<file path="config.mk">
export PLATFORM = sky130hd
export DESIGN_NAME = rp8_prep
export DESIGN_NICKNAME = d
export VERILOG_FILES = /design/src/design/rp8_pkg.sv /design/src/design/rp8_prep.sv
export SDC_FILE = /design/constraint.sdc
export NUM_CORES = 2
export LEC_CHECK = 0
export BUFFER_PORTS_ARGS = -buffer_cell sky130_fd_sc_hd__buf_4
export CAP_MARGIN = 20
export CORE_UTILIZATION = 35
export CTS_BUF_LIST = sky130_fd_sc_hd__clkbuf_8 sky130_fd_sc_hd__clkbuf_16
export DETAILED_ROUTE_END_ITERATION = 7
export GPL_ROUTABILITY_DRIVEN = 0
export SYNTH_ARGS = -nofsm -noshare
export SYNTH_HDL_FRONTEND = slang
export SYNTH_SLANG_ARGS = --single-unit
</file>
<file path="constraint.sdc">
create_clock -name clk -period 19.2 [get_ports clk]
set_clock_uncertainty 0.15 [all_clocks]
set_input_delay 3.84 -clock clk [delete_from_list [all_inputs] [get_ports clk]]
set_output_delay 3.84 -clock clk [all_outputs]
set_load 0.02 [all_outputs]
</file>
<file path="src/design/rp8_pkg.sv">
// Shared constants, types and config record for the raw pixel to RGBA8 converter.
package rp8_pkg;

  localparam int SAMPLE_WIDTH = 16;
  localparam int NUM_CH       = 4;
  localparam int Q_W          = 8;                    // quotient bits, one per cell
  localparam int RNG_W        = 32;                   // range up to 2^31 - 1
  localparam int ACC_W        = RNG_W + 1 + Q_W;      // remainder / shifted divisor
  localparam int NUM_CELLS    = Q_W;
  localparam int ADDR_W       = 6;
  localparam int DATA_W       = 64;
  localparam int SCALE_MUL    = 510;                  // 2 * 255

  typedef enum logic [2:0] {
    REG_MODE  = 3'd0,
    REG_SIGB  = 3'd1,
    REG_CFA   = 3'd2,
    REG_USE   = 3'd3,
    REG_BLACK = 3'd4,
    REG_WHITE = 3'd5
  } reg_idx_t;

  typedef enum logic [1:0] {
    MODE_RAW  = 2'd0,
    MODE_RGB  = 2'd1,
    MODE_RGBA = 2'd2,
    MODE_RSVD = 2'd3
  } mode_t;

  typedef enum logic [1:0] {
    CFA_RED   = 2'd0,
    CFA_GREEN = 2'd1,
    CFA_BLUE  = 2'd2,
    CFA_GRAY  = 2'd3
  } cfa_code_t;

  typedef struct packed {
    logic [1:0]  channel_mode;
    logic [4:0]  significant_bits;
    logic [7:0]  cfa_map;
    logic        cfa_color_en;
    logic [63:0] blk_lvls;
    logic [63:0] wht_lvls;
  } cfg_t;

  typedef struct packed {
    logic [ACC_W-1:0] rem;
    logic [ACC_W-1:0] dvs;
    logic [Q_W-1:0]   q;
  } lane_t;

  typedef struct packed {
    lane_t [NUM_CH-1:0] lane;
    logic               raw;
    logic               alpha_en;
    logic [7:0]         raw_r;
    logic [7:0]         raw_g;
    logic [7:0]         raw_b;
  } cell_t;

endpackage

</file>
<file path="src/design/rp8_prep.sv">
// Head cell: black/white handling, raw path, divider operand setup.
module rp8_prep (
  input  logic                          clk,
  input  logic                          rst_n,
  input  rp8_pkg::cfg_t                 cfg,
  input  logic                          in_valid,
  output logic                          in_ready,
  input  logic [rp8_pkg::SAMPLE_WIDTH-1:0] s0,
  input  logic [rp8_pkg::SAMPLE_WIDTH-1:0] s1,
  input  logic [rp8_pkg::SAMPLE_WIDTH-1:0] s2,
  input  logic [rp8_pkg::SAMPLE_WIDTH-1:0] s3,
  input  logic                          col_odd,
  input  logic                          row_odd,
  output logic                          out_valid,
  input  logic                          out_ready,
  output rp8_pkg::cell_t                out_data
);
  import rp8_pkg::*;

  logic  valid_r, valid_nxt;
  cell_t data_r, data_nxt;
  logic [SAMPLE_WIDTH-1:0] smp [NUM_CH];

  assign smp[0] = s0;
  assign smp[1] = s1;
  assign smp[2] = s2;
  assign smp[3] = s3;

  function automatic lane_t setup_lane(input logic [15:0] sample, input logic [15:0] black,
                                       input logic [15:0] white, input logic [4:0] bits);
    logic [RNG_W-1:0] wht;
    logic [RNG_W-1:0] blk1;
    logic [RNG_W-1:0] rng;
    logic [15:0]      num;
    logic [ACC_W-1:0] numer;
    lane_t            l;
    blk1 = RNG_W'(black) + RNG_W'(1);
    if (white <= black) begin
      if (bits == 5'd0) wht = RNG_W'(255);
      else              wht = RNG_W'((33'd1 << bits) - 33'd1);
    end else begin
      wht = RNG_W'(white);
    end
    if (wht < blk1) wht = blk1;
    rng = wht - RNG_W'(black);
    num = (sample > black) ? sample - black : 16'd0;
    if (RNG_W'(num) > rng) num = rng[15:0];
    numer = ACC_W'(num) * ACC_W'(SCALE_MUL) + ACC_W'(rng);
    l.rem = numer;
    l.dvs = ACC_W'(rng) << Q_W;         // 2*range aligned to the top quotient bit
    l.q   = '0;
    return l;
  endfunction

  logic [4:0] bits;
  logic [SAMPLE_WIDTH-1:0] shifted;
  logic [7:0] raw_v;
  logic [1:0] code;

  always_comb begin
    bits = cfg.significant_bits;
    shifted = (bits > 5'd8) ? (s0 >> (bits - 5'd8)) : s0;
    raw_v = (shifted > SAMPLE_WIDTH'(255)) ? 8'hFF : shifted[7:0];
    code = cfg.cfa_color_en ? cfg.cfa_map[{row_odd, col_odd, 1'b0} +: 2] : CFA_GRAY;
    for (int c = 0; c < NUM_CH; c++) begin
      data_nxt.lane[c] = setup_lane(smp[c], cfg.blk_lvls[16*c +: 16],
                                    cfg.wht_lvls[16*c +: 16], bits);
    end
    data_nxt.raw      = (cfg.channel_mode == MODE_RAW);
    data_nxt.alpha_en = (cfg.channel_mode == MODE_RGBA);
    data_nxt.raw_r    = (code == CFA_RED   || code == CFA_GRAY) ? raw_v : 8'd0;
    data_nxt.raw_g    = (code == CFA_GREEN || code == CFA_GRAY) ? raw_v : 8'd0;
    data_nxt.raw_b    = (code == CFA_BLUE  || code == CFA_GRAY) ? raw_v : 8'd0;
  end

  assign in_ready  = !valid_r || out_ready;
  assign valid_nxt = in_ready ? in_valid : valid_r;

  always_ff @(posedge clk) begin
    if (!rst_n) valid_r <= 1'b0;
    else        valid_r <= valid_nxt;
  end

  always_ff @(posedge clk) begin
    if (in_ready && in_valid) data_r <= data_nxt;
  end

  assign out_valid = valid_r;
  assign out_data  = data_r;
endmodule

</file>
Yosys cells after proc, flatten, opt, wreduce, memory -nomap -nowiden
Index checks and enable logic that the tools add are counted.

Bits in registers: 319. Input port bits: 214. Output and inout port bits: 388. Word-level logic and storage cells: 90.

Add/sub/neg operators: 18. $mul: 4. Order comparisons: 18. Eq/ne operators: 4. Shifts and indexed selects: 3. Mux-type cells: 20. Reduce and logical (&&, ||, !) cells: 9.

Operator list (count): 32-bit 2-to-1 mux (9); 16-bit 2-to-1 mux (9); 25-bit by 32-bit adder with 33-bit output (4); 16-bit by 32-bit > comparator with 1-bit output (4); 32-bit by 17-bit < comparator with 1-bit output (4); 32-bit by 16-bit subtractor with 32-bit output (4); 16-bit by 8-bit multiplier with 24-bit output (second input constant) (4); 16-bit by 1-bit adder with 17-bit output (second input constant) (4); 16-bit > comparator (4); 16-bit less-or-equal comparator (4); 16-bit subtractor (4); 1-bit by 5-bit left shift with 32-bit output (first input constant) (1); 32-bit by 1-bit subtractor with 32-bit output (second input constant) (1); 16-bit by 8-bit > comparator with 1-bit output (second input constant) (1); 16-bit by 5-bit >> shifter with 16-bit output (1); 8-bit 2-to-1 mux (1); 8-bit by 4-bit indexed part select with 2-bit output (1); 2-bit equality test (second input constant) (3); 5-bit by 4-bit > comparator with 1-bit output (second input constant) (1); 5-bit logical NOT (1); 5-bit by 4-bit subtractor with 5-bit output (second input constant) (1); 2-bit logical NOT (2); 1-bit logical OR (4); 2-bit by 1-bit equality test with 1-bit output (second input constant) (1); other kinds (3) (3).

Depth between registers and ports, before layout
Depth in word-level cells: 11. Mapped depth: 75. Depth with buffers taken out: 68.

Worst setup path before layout
No wires, ideal clock.

Path type: in2reg. Start: input cfg[137] (netlist name). End: register data_r (netlist bit out_data[192]) (data pin). Setup time: 0.260 ns. Arrival time: 17.717 ns. Required time: 18.790 ns. Setup slack: 1.073 ns. Stages on the path: 70. Path buffers: 9. Cell sequence: buf_2 -> buf_2 -> buf_1 -> clkbuf_1 -> nand4_1 -> ha_1 -> clkbuf_1 -> nor2_1 -> a32oi_1 -> o21ai_0 -> nor2_1 -> or2_2 -> inv_1 -> ha_1 -> o21ai_0 -> o21ai_0 -> o211ai_1 -> a21oi_1 -> (+34 left out) -> nor2b_1 -> o21a_1 -> o41ai_1 -> o211a_1 -> a211oi_1 -> a41o_1 -> or4_1 -> nand2_1 -> xnor2_1 -> ha_1 -> a21o_1 -> o21ai_0 -> a41oi_1 -> o21ai_0 -> nand2_1 -> o21ai_0 -> a21oi_1 -> mux2_2.

RTL lines: start, declared (RTL line rp8_prep.sv:5) `input rp8_pkg::cfg_t cfg,`; end signal, assigned (RTL line rp8_prep.sv:85) `if (in_ready && in_valid) data_r <= data_nxt;`; end, declared (RTL line rp8_prep.sv:21) `cell_t data_r, data_nxt;`.

==> metrics <==
post-DR wirelength/cell between 20 and 25 um; Synth Register Bits about 280; Vias 38,185; Critical path buffers and inverters 8; status finished, violations left; Post-CTS Hold Fix Bufs 0; Slew @ Worst Pin ~1.1 ns; CTS Buf Count 38; Primary FF master, synth edfxtp_1; crit-path max cell delay 0.53 ns; H-tree depth 2; count of input and output buffers 501; Post-DRT Antenna Nets 0; Crit. path cell count 64; GR Util met3 3.969%; family with the most delay on the worst path compound AO/OA/AOI/OAI gates; IO Pins around 600; Synth cell types around 100; Routed WL 152.3 mm; Worst EP required 19.39 ns; grt met2 use about two fifths; nets ~6,700; core box area roughly 120,000 um^2; Critical Path Fanout Max 38; fillers 12,329; Async SR Flop Fraction 0%; FMAX between 0.05 and 0.06 GHz; Final Cycle Share ~95%; share of layout cells above drive strength 1 around 15%; largest net degree at the start of global routing slightly below 70; Crit. End Element flip-flop; Clock Path Buffers 3; Synth Area per Inst between 8 and 9 um^2; Slew headroom 26.04%; GRT Total Usage between 20% and 30%; post-route cell area just over 50,000 um^2; layer with the highest usage met2; GR Util met1 a little under a third; CP arrival approximately 18 ns; max-cap viol count 0; Slowest-stage cell, CP fa_1; Clock Latency Late Sink approximately 0.6 ns; Yosys warnings 0; Mapped Area around 44,000 um^2; vias in the first global route between 30,000 and 40,000; hold_ws between 0.4 and 0.5 ns; Die Wd around 360 um; global-route wire length before repair between 200 and 250 mm; post-DP HPWL approximately 130 mm; row cnt roughly 130; fin crit period 18.27 ns; Worst R2R Path Depth 4; Residual DRC ~130; CTS tree yes; failing checks design-rule violations; dpl cell area between 40,000 and 50,000 um^2; Synth Instances roughly 5,000; die height around 360 um; sequential element share of the synthesized area roughly a fifth; final-report setup violation count 0; remaining global-route overflow 0; Die ar. around 130,000 um^2; Pre-antenna DRT Iters 7; EDFF count, synth 282; Final Hold Viols 0; area grow syn2layout 17.37%; initial antenna violation count 22; Clk Tree Root Cell clkbuf_16; Final Max Slew Viols 0; crit path launch type input pin; clk slew on worst S/H paths roughly 0.060 ns; Clock Sinks between 200 and 300; Vias/cell 5.240; Initial Util approximately a third; min-delay worst type reg2reg; WHS Path Cells 2; critical path class in2reg; DR iter-0 viols 2,811
cell families (layout without fill, tap and decap cells):
| family | count (synthesis) | in the layout | synth area share, % |
|---|---|---|---|
| flops | 283 | 283 | 19.43 |
| compound gates | 1110 | 1110 | 16.38 |
| fa+ha+maj | 883 | 883 | 29.72 |
| xor+xnor | 394 | 394 | 7.898 |
| other cells | 1 | 116 | 0.008583 |
| buf+inv | 898 | 1411 | 8.726 |
| mux | 134 | 134 | 3.313 |
| simple gates | 1319 | 1319 | 14.52 |
area by class of cell:
type / count / area [um^2] / share of cell area, %
antenna: 16 / 40.04 / 0.07808
clock buffer: 41 / 1026 / 2.001
clock inverter: 29 / 342.8 / 0.6685
inverter: 697 / 2616 / 5.102
multi-input combinational: 3940 / 31870 / 62.14
sequential: 283 / 8488 / 16.55
tap: 1637 / 2048 / 3.994
timing repair buffer: 644 / 4852 / 9.462
placed cells by master (no fill, tap or decap), types with 53 or more instances in the layout:
cell type and instances:
inv_1 698, buf_4 640, ha_1 617, nand2_1 359, nor2_1 323, a21oi_1 300, xnor2_1 295, edfxtp_1 282
o21ai_0 264, fa_1 260, nor3_1 130, nand3_1 105, a21o_1 104, conb_1 100, xor2_1 99, o21a_1 87
mux2i_1 84, nor2b_1 67, nand4_1 60, and2_1 53
timing repair:
item                                    CTS  global route
setup buffers                             0             5
endpoints found under the setup margin    0            35
endpoints found under the hold margin     0             0
resized for setup                         0            18
synthesized netlist by cell type, types with 35 or more instances:
cell type	n	area, um^2
a211oi_1	43	322.8
a21o_1	104	780.8
a21oi_1	302	1511
and2_1	54	337.8
and3_1	38	237.7
buf_4	109	818.3
clkbuf_1	60	225.2
edfxtp_1	282	8468
fa_1	260	5205
ha_1	617	7720
inv_1	694	2605
mux2_2	42	473.0
mux2i_1	87	870.8
nand2_1	360	1351
nand2b_1	47	294.0
nand3_1	105	525.5
nand4_1	60	375.4
nor2_1	323	1212
nor2b_1	67	419.2
nor3_1	130	650.6
o21a_1	87	653.1
o21ai_0	270	1351
o21bai_1	35	262.8
or3_1	36	225.2
xnor2_1	295	2584
xor2_1	99	867.1
layer usage:
metal  routed length, um  up-vias
met1               67570    18326
li1                    -    18522
met3                9785      183
met2               70450     1142
met4                4385       12
met5                  61        -
registers in the layout, indices dropped and copies added (netlist names):
name / cells
out_data: 282
out_valid: 1
worst min-delay path, stage by stage (launching register included):
cell and delay [ns]:
dfxtp_1 0.31, nand2b_1 0.10, a21boi_0 0.09
worst paths after layout:
check | from | endpoint | slack [ns]
max | cfg[109] | out_data[286] | 0.93
min | out_valid | out_valid | 0.41
max reg2reg | out_valid | out_data[272] | 15.98
min reg2reg | out_valid | out_valid | 0.41
through the flow:
stage,util [%],setup TNS (ns),setup slack (ns),instances
final,41.42,0,0.9276,7287
after global routing,41.42,-0.04926,-0.03155,7284
after CTS,41.31,0,0.4884,7265
after detailed placement,40.20,-0.1200,-0.08243,7195
after global placement,40.20,0,0.2311,7194
after floorplan,-,0,1.073,5121
Power is left out: the tool's default activity adds up to more than one toggle a clock period on the data nets, which glitch-free logic cannot reach.
